## src/design/gradient_color_stop_interpolator_core_macros.svh

```systemverilog
// Assertion macros for the gradient color stop interpolator.
// Used by the top level; expects clk and rst_n in scope.
`ifndef GRADIENT_COLOR_STOP_INTERPOLATOR_CORE_MACROS_SVH
`define GRADIENT_COLOR_STOP_INTERPOLATOR_CORE_MACROS_SVH
`ifndef SYNTHESIS
`define GCSI_ASSERT_IMPL(label, ante, cons) \
    label: assert property (@(posedge clk) disable iff (!rst_n) (ante) |-> (cons)) \
        else $error("gcsi assertion failed");
`define GCSI_ASSERT_NEXT(label, ante, cons) \
    label: assert property (@(posedge clk) disable iff (!rst_n) (ante) |=> (cons)) \
        else $error("gcsi assertion failed");
`else
`define GCSI_ASSERT_IMPL(label, ante, cons)
`define GCSI_ASSERT_NEXT(label, ante, cons)
`endif
`endif

```

## src/design/gcsi_pkg.sv

```systemverilog
// Shared constants and types for the gradient color stop interpolator.
// No dependencies.
package gcsi_pkg;

    localparam int MAX_STOPS = 4;
    localparam int STOP_REGS = 4;
    localparam int NSTOP     = (MAX_STOPS < STOP_REGS) ? MAX_STOPS : STOP_REGS;
    localparam int RANK_W    = (NSTOP > 1) ? $clog2(NSTOP) : 1;
    localparam int CNT_W     = 3;
    localparam int POS_W     = 17;
    localparam int COLOR_W   = 32;
    localparam int STOP_W    = 49;
    localparam int SCALE_W   = 9;
    localparam int FRAC_BITS = 16;
    localparam int T_W       = FRAC_BITS + 1;
    localparam int DIV_STEPS = FRAC_BITS;

    localparam logic [POS_W-1:0]   ONE_Q16     = 17'd65536;
    localparam logic [COLOR_W-1:0] WHITE_COLOR = 32'hFFFF_FFFF;

    // configuration register indexes
    localparam logic [2:0] CFG_STOP_COUNT = 3'd0;
    localparam logic [2:0] CFG_STOP_BASE  = 3'd1;

    // payload riding alongside the divider
    typedef struct packed {
        logic [COLOR_W-1:0] cl;
        logic [COLOR_W-1:0] cr;
        logic [SCALE_W-1:0] scale;
    } side_t;

endpackage

```

## src/design/gcsi_div_pipe.sv

```systemverilog
// Pipelined restoring divider: t = floor(x * 2^16 / d) for x <= d, one bit per stage.
// Depends on gcsi_pkg.
module gcsi_div_pipe
    import gcsi_pkg::*;
(
    input  logic             clk,
    input  logic             rst_n,
    input  logic             en,
    input  logic             in_valid,
    input  logic [POS_W-1:0] x,
    input  logic [POS_W-1:0] d,
    input  logic             dz,
    input  side_t            in_side,
    output logic             out_valid,
    output logic [T_W-1:0]   t,
    output side_t            out_side
);

    logic [DIV_STEPS-1:0] valid_reg;
    logic [POS_W-1:0]     rem_reg  [DIV_STEPS];
    logic [T_W-1:0]       q_reg    [DIV_STEPS];
    logic [POS_W-1:0]     d_reg    [DIV_STEPS];
    logic                 dz_reg   [DIV_STEPS];
    side_t                side_reg [DIV_STEPS];

    logic [POS_W-1:0] rem_init;
    logic             q_int;

    // integer quotient bit is 1 only when x equals d
    assign q_int    = (x == d);
    assign rem_init = q_int ? '0 : x;

    genvar g;
    generate
        for (g = 0; g < DIV_STEPS; g++) begin : g_step
            logic [POS_W-1:0] rem_prev;
            logic [T_W-1:0]   q_prev;
            logic [POS_W-1:0] d_prev;
            logic             dz_prev;
            side_t            side_prev;
            logic             valid_prev;
            logic [POS_W:0]   rem_sh;
            logic             take;
            logic [POS_W-1:0] rem_next;
            logic [T_W-1:0]   q_next;

            if (g == 0) begin : g_first
                assign rem_prev   = rem_init;
                assign q_prev     = {q_int, {FRAC_BITS{1'b0}}};
                assign d_prev     = d;
                assign dz_prev    = dz;
                assign side_prev  = in_side;
                assign valid_prev = in_valid;
            end else begin : g_rest
                assign rem_prev   = rem_reg[g-1];
                assign q_prev     = q_reg[g-1];
                assign d_prev     = d_reg[g-1];
                assign dz_prev    = dz_reg[g-1];
                assign side_prev  = side_reg[g-1];
                assign valid_prev = valid_reg[g-1];
            end

            assign rem_sh   = {rem_prev, 1'b0};
            assign take     = (rem_sh >= {1'b0, d_prev});
            assign rem_next = take ? POS_W'(rem_sh - {1'b0, d_prev}) : rem_sh[POS_W-1:0];

            always_comb
            begin
                q_next = q_prev;
                q_next[FRAC_BITS-1-g] = take;
            end

            always_ff @(posedge clk or negedge rst_n)
            begin
                if (!rst_n)
                begin
                    valid_reg[g] <= 1'b0;
                end
                else if (en)
                begin
                    valid_reg[g] <= valid_prev;
                end
            end

            always_ff @(posedge clk)
            begin
                if (en)
                begin
                    rem_reg[g]  <= rem_next;
                    q_reg[g]    <= q_next;
                    d_reg[g]    <= d_prev;
                    dz_reg[g]   <= dz_prev;
                    side_reg[g] <= side_prev;
                end
            end
        end
    endgenerate

    assign out_valid = valid_reg[DIV_STEPS-1];
    // zero-width segment uses t = 0
    assign t         = dz_reg[DIV_STEPS-1] ? '0 : q_reg[DIV_STEPS-1];
    assign out_side  = side_reg[DIV_STEPS-1];

endmodule

```

## src/design/gradient_color_stop_interpolator_core.sv

```systemverilog
// Multi-stop linear color gradient: position and alpha scale in, RGBA out.
// 20 register stages from input transfer to the output register; throughput one item per cycle
// when not stalled. Most of the stages belong to the 16-stage bit-per-stage divider.
// The whole pipeline stalls together while the output register waits for m_axis_tready.
// Reset (rst_n, async, active low) clears valid bits, stop count and stop registers.
module gradient_color_stop_interpolator_core
    import gcsi_pkg::*;
(
    input  logic        clk,
    input  logic        rst_n,
    input  logic        s_axis_tvalid,
    output logic        s_axis_tready,
    input  logic [31:0] s_axis_tdata,   // [17:0] target_position, [26:18] alpha_scale
    output logic        m_axis_tvalid,
    input  logic        m_axis_tready,
    output logic [31:0] m_axis_tdata,   // [7:0] red, [15:8] green, [23:16] blue, [31:24] alpha
    input  logic        cfg_we,
    input  logic [2:0]  cfg_index,
    input  logic [48:0] cfg_wdata
);

`include "gradient_color_stop_interpolator_core_macros.svh"

    logic en;

    // configuration
    logic [2:0]        stop_count_reg;
    logic [STOP_W-1:0] stop_reg [STOP_REGS];

    always_ff @(posedge clk or negedge rst_n)
    begin
        if (!rst_n)
        begin
            stop_count_reg <= '0;
            for (int i = 0; i < STOP_REGS; i++)
            begin
                stop_reg[i] <= '0;
            end
        end
        else if (cfg_we)
        begin
            if (cfg_index == CFG_STOP_COUNT)
            begin
                stop_count_reg <= cfg_wdata[2:0];
            end
            for (int i = 0; i < STOP_REGS; i++)
            begin
                if (cfg_index == 3'(i + int'(CFG_STOP_BASE)))
                begin
                    stop_reg[i] <= cfg_wdata;
                end
            end
        end
    end

    logic [CNT_W-1:0]  n_eff;
    logic [POS_W-1:0]  pos   [NSTOP];
    logic [RANK_W-1:0] rank  [NSTOP];

    assign n_eff = (stop_count_reg > CNT_W'(NSTOP)) ? CNT_W'(NSTOP) : stop_count_reg;

    // stable rank of each active stop
    always_comb
    begin
        for (int i = 0; i < NSTOP; i++)
        begin
            pos[i] = stop_reg[i][STOP_W-1:COLOR_W];
        end
        for (int i = 0; i < NSTOP; i++)
        begin
            rank[i] = '0;
            for (int j = 0; j < NSTOP; j++)
            begin
                if (CNT_W'(j) < n_eff)
                begin
                    if ((j < i && pos[j] <= pos[i]) || (j > i && pos[j] < pos[i]))
                    begin
                        rank[i] = rank[i] + RANK_W'(1);
                    end
                end
            end
        end
    end

    assign en            = !m_axis_tvalid || m_axis_tready;
    assign s_axis_tready = en;

    // stage 1: clamp and compare against stop positions
    logic               s1_valid_reg;
    logic [POS_W-1:0]   s1_p_reg;
    logic [SCALE_W-1:0] s1_scale_reg;
    logic [NSTOP-1:0]   s1_lt_reg;
    logic [NSTOP-1:0]   s1_le_reg;

    logic [17:0]      in_pos;
    logic [POS_W-1:0] p_clamp;
    logic [NSTOP-1:0] lt_next;
    logic [NSTOP-1:0] le_next;

    always_comb
    begin
        in_pos = s_axis_tdata[17:0];
        if (in_pos[17])
        begin
            p_clamp = '0;
        end
        else if (in_pos[16:0] > ONE_Q16)
        begin
            p_clamp = ONE_Q16;
        end
        else
        begin
            p_clamp = in_pos[16:0];
        end
        for (int i = 0; i < NSTOP; i++)
        begin
            lt_next[i] = pos[i] < p_clamp;
            le_next[i] = pos[i] <= p_clamp;
        end
    end

    always_ff @(posedge clk or negedge rst_n)
    begin
        if (!rst_n)
        begin
            s1_valid_reg <= 1'b0;
        end
        else if (en)
        begin
            s1_valid_reg <= s_axis_tvalid;
        end
    end

    always_ff @(posedge clk)
    begin
        if (en)
        begin
            s1_p_reg     <= p_clamp;
            s1_scale_reg <= s_axis_tdata[26:18];
            s1_lt_reg    <= lt_next;
            s1_le_reg    <= le_next;
        end
    end

    // stage 2: pick segment, form numerator and span
    logic              s2_valid_reg;
    logic [POS_W-1:0]  s2_x_reg;
    logic [POS_W-1:0]  s2_d_reg;
    logic              s2_dz_reg;
    side_t             s2_side_reg;

    logic [CNT_W-1:0]  cnt_lt;
    logic [CNT_W-1:0]  cnt_le;
    logic [CNT_W-1:0]  sel_l_cnt;
    logic [CNT_W-1:0]  sel_r_cnt;
    logic              end_mode;
    logic [STOP_W-1:0] stop_l;
    logic [STOP_W-1:0] stop_r;
    logic [POS_W-1:0]  x_next;
    logic [POS_W-1:0]  d_next;
    logic              dz_next;
    side_t             side_next;

    always_comb
    begin
        cnt_lt = '0;
        cnt_le = '0;
        for (int i = 0; i < NSTOP; i++)
        begin
            if (CNT_W'(i) < n_eff)
            begin
                cnt_lt = cnt_lt + CNT_W'(s1_lt_reg[i]);
                cnt_le = cnt_le + CNT_W'(s1_le_reg[i]);
            end
        end

        end_mode  = 1'b1;
        sel_l_cnt = '0;
        sel_r_cnt = '0;
        if (cnt_lt == '0)
        begin
            sel_l_cnt = '0;
        end
        else if (cnt_le == n_eff)
        begin
            sel_l_cnt = n_eff - CNT_W'(1);
        end
        else
        begin
            end_mode  = 1'b0;
            sel_l_cnt = cnt_lt - CNT_W'(1);
            sel_r_cnt = cnt_lt;
        end

        // one stop: stop_0 regardless of position (rank 0 anyway)
        stop_l = stop_reg[0];
        stop_r = stop_reg[0];
        for (int i = 0; i < NSTOP; i++)
        begin
            if (CNT_W'(i) < n_eff && CNT_W'(rank[i]) == sel_l_cnt)
            begin
                stop_l = stop_reg[i];
            end
            if (CNT_W'(i) < n_eff && CNT_W'(rank[i]) == sel_r_cnt)
            begin
                stop_r = stop_reg[i];
            end
        end

        side_next.scale = s1_scale_reg;
        if (n_eff == '0)
        begin
            side_next.cl = WHITE_COLOR;
            side_next.cr = WHITE_COLOR;
            x_next       = '0;
            d_next       = '0;
            dz_next      = 1'b1;
        end
        else if (end_mode || n_eff == CNT_W'(1))
        begin
            side_next.cl = stop_l[COLOR_W-1:0];
            side_next.cr = stop_l[COLOR_W-1:0];
            x_next       = '0;
            d_next       = '0;
            dz_next      = 1'b1;
        end
        else
        begin
            side_next.cl = stop_l[COLOR_W-1:0];
            side_next.cr = stop_r[COLOR_W-1:0];
            x_next       = s1_p_reg - stop_l[STOP_W-1:COLOR_W];
            d_next       = stop_r[STOP_W-1:COLOR_W] - stop_l[STOP_W-1:COLOR_W];
            dz_next      = (d_next == '0);
        end
    end

    always_ff @(posedge clk or negedge rst_n)
    begin
        if (!rst_n)
        begin
            s2_valid_reg <= 1'b0;
        end
        else if (en)
        begin
            s2_valid_reg <= s1_valid_reg;
        end
    end

    always_ff @(posedge clk)
    begin
        if (en)
        begin
            s2_x_reg    <= x_next;
            s2_d_reg    <= d_next;
            s2_dz_reg   <= dz_next;
            s2_side_reg <= side_next;
        end
    end

    // divider stages
    logic           dv_valid;
    logic [T_W-1:0] dv_t;
    side_t          dv_side;

    gcsi_div_pipe u_div (
        .clk       (clk),
        .rst_n     (rst_n),
        .en        (en),
        .in_valid  (s2_valid_reg),
        .x         (s2_x_reg),
        .d         (s2_d_reg),
        .dz        (s2_dz_reg),
        .in_side   (s2_side_reg),
        .out_valid (dv_valid),
        .t         (dv_t),
        .out_side  (dv_side)
    );

    // lerp stage: c = floor((cl * 2^16 + t * (cr - cl)) / 2^16)
    logic               lp_valid_reg;
    logic [7:0]         lp_ch_reg [4];
    logic [SCALE_W-1:0] lp_scale_reg;
    logic [7:0]         ch_next   [4];

    always_comb
    begin
        logic [7:0]         cl_c;
        logic [7:0]         cr_c;
        logic signed [8:0]  diff;
        logic signed [26:0] prod;
        logic signed [26:0] sum;
        for (int k = 0; k < 4; k++)
        begin
            cl_c       = dv_side.cl[8*k +: 8];
            cr_c       = dv_side.cr[8*k +: 8];
            diff       = $signed({1'b0, cr_c}) - $signed({1'b0, cl_c});
            prod       = $signed({1'b0, dv_t}) * diff;
            sum        = $signed({3'b000, cl_c, 16'h0000}) + prod;
            ch_next[k] = sum[23:16];
        end
    end

    always_ff @(posedge clk or negedge rst_n)
    begin
        if (!rst_n)
        begin
            lp_valid_reg <= 1'b0;
        end
        else if (en)
        begin
            lp_valid_reg <= dv_valid;
        end
    end

    always_ff @(posedge clk)
    begin
        if (en)
        begin
            for (int k = 0; k < 4; k++)
            begin
                lp_ch_reg[k] <= ch_next[k];
            end
            lp_scale_reg <= dv_side.scale;
        end
    end

    // output stage: alpha scaling, saturate at 255
    // color byte k: 0 = alpha, 1 = blue, 2 = green, 3 = red
    logic        out_valid_reg;
    logic [31:0] out_data_reg;
    logic [16:0] alpha_prod;
    logic [7:0]  alpha_next;

    assign alpha_prod = lp_ch_reg[0] * lp_scale_reg;
    assign alpha_next = alpha_prod[16] ? 8'hFF : alpha_prod[15:8];

    always_ff @(posedge clk or negedge rst_n)
    begin
        if (!rst_n)
        begin
            out_valid_reg <= 1'b0;
        end
        else if (en)
        begin
            out_valid_reg <= lp_valid_reg;
        end
    end

    always_ff @(posedge clk)
    begin
        if (en)
        begin
            out_data_reg <= {alpha_next, lp_ch_reg[1], lp_ch_reg[2], lp_ch_reg[3]};
        end
    end

    assign m_axis_tvalid = out_valid_reg;
    assign m_axis_tdata  = out_data_reg;

    `GCSI_ASSERT_IMPL(a_stall_blocks_input, m_axis_tvalid && !m_axis_tready, !s_axis_tready)
    `GCSI_ASSERT_IMPL(a_t_in_range, dv_valid, dv_t <= ONE_Q16)
    `GCSI_ASSERT_IMPL(a_zero_span_zero_num, s2_valid_reg && s2_dz_reg, s2_x_reg == '0)
    `GCSI_ASSERT_NEXT(a_lerp_to_out, en && lp_valid_reg, m_axis_tvalid)

endmodule
```

## config.mk

```make
export PLATFORM = sky130hd
export DESIGN_NAME = gradient_color_stop_interpolator_core
export DESIGN_NICKNAME = d
export VERILOG_FILES = /design/src/design/gcsi_pkg.sv /design/src/design/gcsi_div_pipe.sv /design/src/design/gradient_color_stop_interpolator_core.sv
export VERILOG_INCLUDE_DIRS = /design/src /design/src/design
export SDC_FILE = /design/constraint.sdc
export NUM_CORES = 2
export LEC_CHECK = 0
export BUFFER_PORTS_ARGS = -buffer_cell sky130_fd_sc_hd__buf_2
export CAP_MARGIN = 40
export CORE_MARGIN = 8
export CORE_UTILIZATION = 58
export DETAILED_ROUTE_END_ITERATION = 7
export MAX_ROUTING_LAYER = met4
export PLACE_DENSITY_LB_ADDON = 0.08
export SLEW_MARGIN = 30
export SYNTH_ARGS = -nofsm -noshare
export SYNTH_HDL_FRONTEND = slang
export SYNTH_SLANG_ARGS = --single-unit
```

## constraint.sdc

```tcl
create_clock -name clk -period 85.8 [get_ports clk]
set_clock_uncertainty 0.15 [all_clocks]
set_input_delay 17.16 -clock clk [delete_from_list [all_inputs] [get_ports clk]]
set_output_delay 17.16 -clock clk [all_outputs]
set_load 0.02 [all_outputs]
```

==> reports/qor.csv <==
stage,metric,value,unit
critical_path,Crit Path Class,primary input to primary output,
place,Final HPWL DP,173000,um
grt,met2 Resource Use GR,36.2,%
sta,final setup violation count,0,
synthesis,synth cell count leaders,"2061 x edfxtp_1, 1084 x inv_1, 867 x nand2_1",
synthesis,Synth area leader,edfxtp_1,
critical_path,CP startpoint,m_axis_tready,
layout,Layout area overhead,10.8,%
sta,Tightest Pin Transition,952,ps
critical_path,reg-to-reg startpoint,stop_count_reg[1],
critical_path,CP Cell Sequence,buf_2 > nand2b_4 > buf_2,
layout,"Cell Count, Final, Fillers Out",11900,
sta,fin crit share,40.8,%
clock_tree,post-CTS sizing,0,
drt,total number of vias,65600,
floorplanning,chip height,462,um
drt,WL final,241000,um
clock_tree,CTS sink count,2280,
drt,Routed wire per std cell,20.3,um
critical_path,most used cell along the critical path,buf_2,
clock_tree,clock root buffer,clkbuf_16,
synthesis,simple-gate share of the synthesized area,8.18,%
critical_path,Worst path max stage delay,240,ps
layout,area taken by multi-input logic gates,0.0430,mm^2
sta,RSZ-0062 raised after global routing,no,
synthesis,adder and majority cell fraction of the synthesized area,16.8,%
grt,pin count of the biggest net entering global routing,208,
grt,initial antenna violation count,34,
sta,Final Critical Period,35040,ps
sta,Peak Freq,0.0285,GHz
synthesis,"Net Count, Synth",10100,
sta,final hold viol count,0,
synthesis,compound-cell area share of the yosys netlist,7.12,%
clock_tree,CTS Hold Bufs,0,
synthesis,largest family of logic cells by synthesized area,adder cells,
synthesis,Post-Syn Area,0.115,mm^2
clock_tree,Clock Pin Slew Worst Setup and Hold Paths,60,ps
grt,GRT met3 Usage,3.58,%
sta,final slew viol count,0,
place,PortBufs,117,
drt,Final ANT Viol Nets,0,
floorplanning,Die ar.,0.213,mm^2
floorplanning,row cnt,163,
layout,Total Nets Final,10300,
synthesis,"FF+latch count, synth",2280,
drt,TritonRoute pass-1 iters,6,
grt,first-pass GRT wire length,375000,um
critical_path,Critical Path RT,68490,ps
clock_tree,post-CTS setup buffers,0,
drt,DR vias/cell,5.53,
synthesis,xor/xnor cell area share of the yosys netlist,1.52,%
grt,Global Route Usage Sum,23.3,%
synthesis,Synth Flop Type,edfxtp_1,
floorplanning,Core Region,0.197,mm^2
critical_path,CP Depth,3,
synthesis,Syn. warnings,0,
synthesis,asr flop ratio synth,9.61,%
critical_path,critical path arrival,17730,ps
critical_path,critical path endpoint category,primary output,
job,Maximum Capacitance Violations,0,
place,placed cells,11400,
place,Routability Congestion,0.907,
layout,layout cells sized above 1,11.0,%
synthesis,Gate Count Post-Synth,8747,
synthesis,"EDFF count, synth",2061,
critical_path,Reg2Reg Depth,38,
clock_tree,CTS tree,built,
clock_tree,H-Tree Depth,4,
layout,# fillers,14700,
synthesis,largest cells by area after synthesis,"edfxtp_1 54%, fa_1 8.9%, ha_1 7.8%",
sta,Setup TNS Final,0,ps
grt,vias in the first global route,65500,
synthesis,share of the synthesized area in the top cell type,53.7,%
grt,total congestion overflow,0,
min_path,Hold Path Depth,0,
critical_path,Setup crit start kind,primary input,
critical_path,CP top delay family,buffers and inverters,
synthesis,Synth Area per Inst,13.2,um^2
layout,max reg flops,1168,
drt,number of DRC markers in iteration 0,5125,
drt,DRC violations left,0,
layout,register area,0.0674,mm^2
grt,Most Crowded Layer GR,met2,
clock_tree,worst skew pair latency,890,ps
critical_path,CP Max Fanout,7,
sta,Max-slew headroom,35.9,%
floorplanning,IO Count,123,
synthesis,count of cell types in the netlist,107,
min_path,hold crit path type,register to register,
grt,grt met1 use,32.4,%
floorplanning,Die W,462,um
critical_path,crit path buf inv count,2,
synthesis,mux contribution to synthesized area,3.61,%
min_path,HP Start,u_div.side_reg[4][34],
synthesis,"count leader, synth",edfxtp_1,
synthesis,register area share after synthesis,58.5,%
clock_tree,Longest Clk Path Bufs,3,
critical_path,Crit-path slowest cell,nand2b_4,
outcome,run status,"complete, no violations",
floorplanning,starting density of the core,58.4,%
clock_tree,CTS Buf Count,225,
==> final cells by class <==
cell class	count	area share, %
Clock buffer	268	4.57
Multi-Input combinational cell	5138	33.7
Tap cell	2640	2.59
Clock inverter	158	1.45
Antenna cell	13	0.0255
Inverter	1086	3.19
Timing Repair Buffer	271	1.77
Sequential cell	2280	52.7
==> final timing paths <==
kind	end	slack, ps
min in group asynchronous	u_div.out_valid	16170
min	u_div.side_reg[5][34]	210
max in group asynchronous	stop_reg[16]	67680
min reg2reg	u_div.side_reg[5][34]	210
max reg2reg	s2_dz_reg	75480
max	s_axis_tready	50760
==> metal layers <==
metal	vias to the layer above	share of wire, %
met3	439	5.7
met2	1678	46
met5	-	0
li1	31100	-
met1	32300	45
met4	0	2.8
==> stage by stage <==
step / worst slack (ps) / instance area, um^2 / hold slack, ps / util [%]
2_1_floorplan: 25430 / 115000 / 250 / -
3_3_place_gp: 50710 / 119000 / 250 / 60.4
3_5_place_dp: 50700 / 120000 / 255 / 60.6
4_1_cts: 50700 / 127000 / 203 / 64.5
5_1_grt: 50730 / 128000 / 201 / 64.7
6_report: 50760 / 128000 / 214 / 64.7
==> cell usage in the layout (no fill, tap or decap), drive strengths merged, types with 60 or more instances in the layout <==
| cell | Yosys | layout |
|---|---|---|
| buf | 46 | 266 |
| nor2b | 76 | 76 |
| ha | 719 | 719 |
| a21oi | 196 | 196 |
| nand4 | 97 | 97 |
| nor2 | 570 | 570 |
| o21ai | 399 | 399 |
| edfxtp | 2061 | 2061 |
| o31ai | 106 | 106 |
| dfrtp | 219 | 219 |
| and2 | 93 | 93 |
| clkinv | 1 | 105 |
| inv | 1085 | 1094 |
| xor2 | 78 | 78 |
| a211oi | 60 | 60 |
| fa | 510 | 510 |
| a21o | 120 | 120 |
| mux2 | 284 | 284 |
| xnor2 | 120 | 120 |
| nand2b | 142 | 142 |
| clkbuf | 197 | 271 |
| nand2 | 868 | 868 |
| a21boi | 147 | 147 |
| mux2i | 96 | 96 |
==> cells by family (layout without fill, tap and decap cells) <==
| kind of cell | count (synthesis) | after routing |
|---|---|---|
| XOR/XNOR | 198 | 198 |
| buffers and inverters | 1329 | 1783 |
| AND/OR/NAND/NOR | 2066 | 2066 |
| other | 0 | 13 |
| flip-flops | 2280 | 2280 |
| multiplexers | 380 | 380 |
| adder cells (fa/ha/maj) | 1239 | 1239 |
| AO/OA/AOI/OAI | 1255 | 1255 |
Power is left out: the tool's default activity adds up to more than one toggle a clock period on the data nets, which glitch-free logic cannot reach.
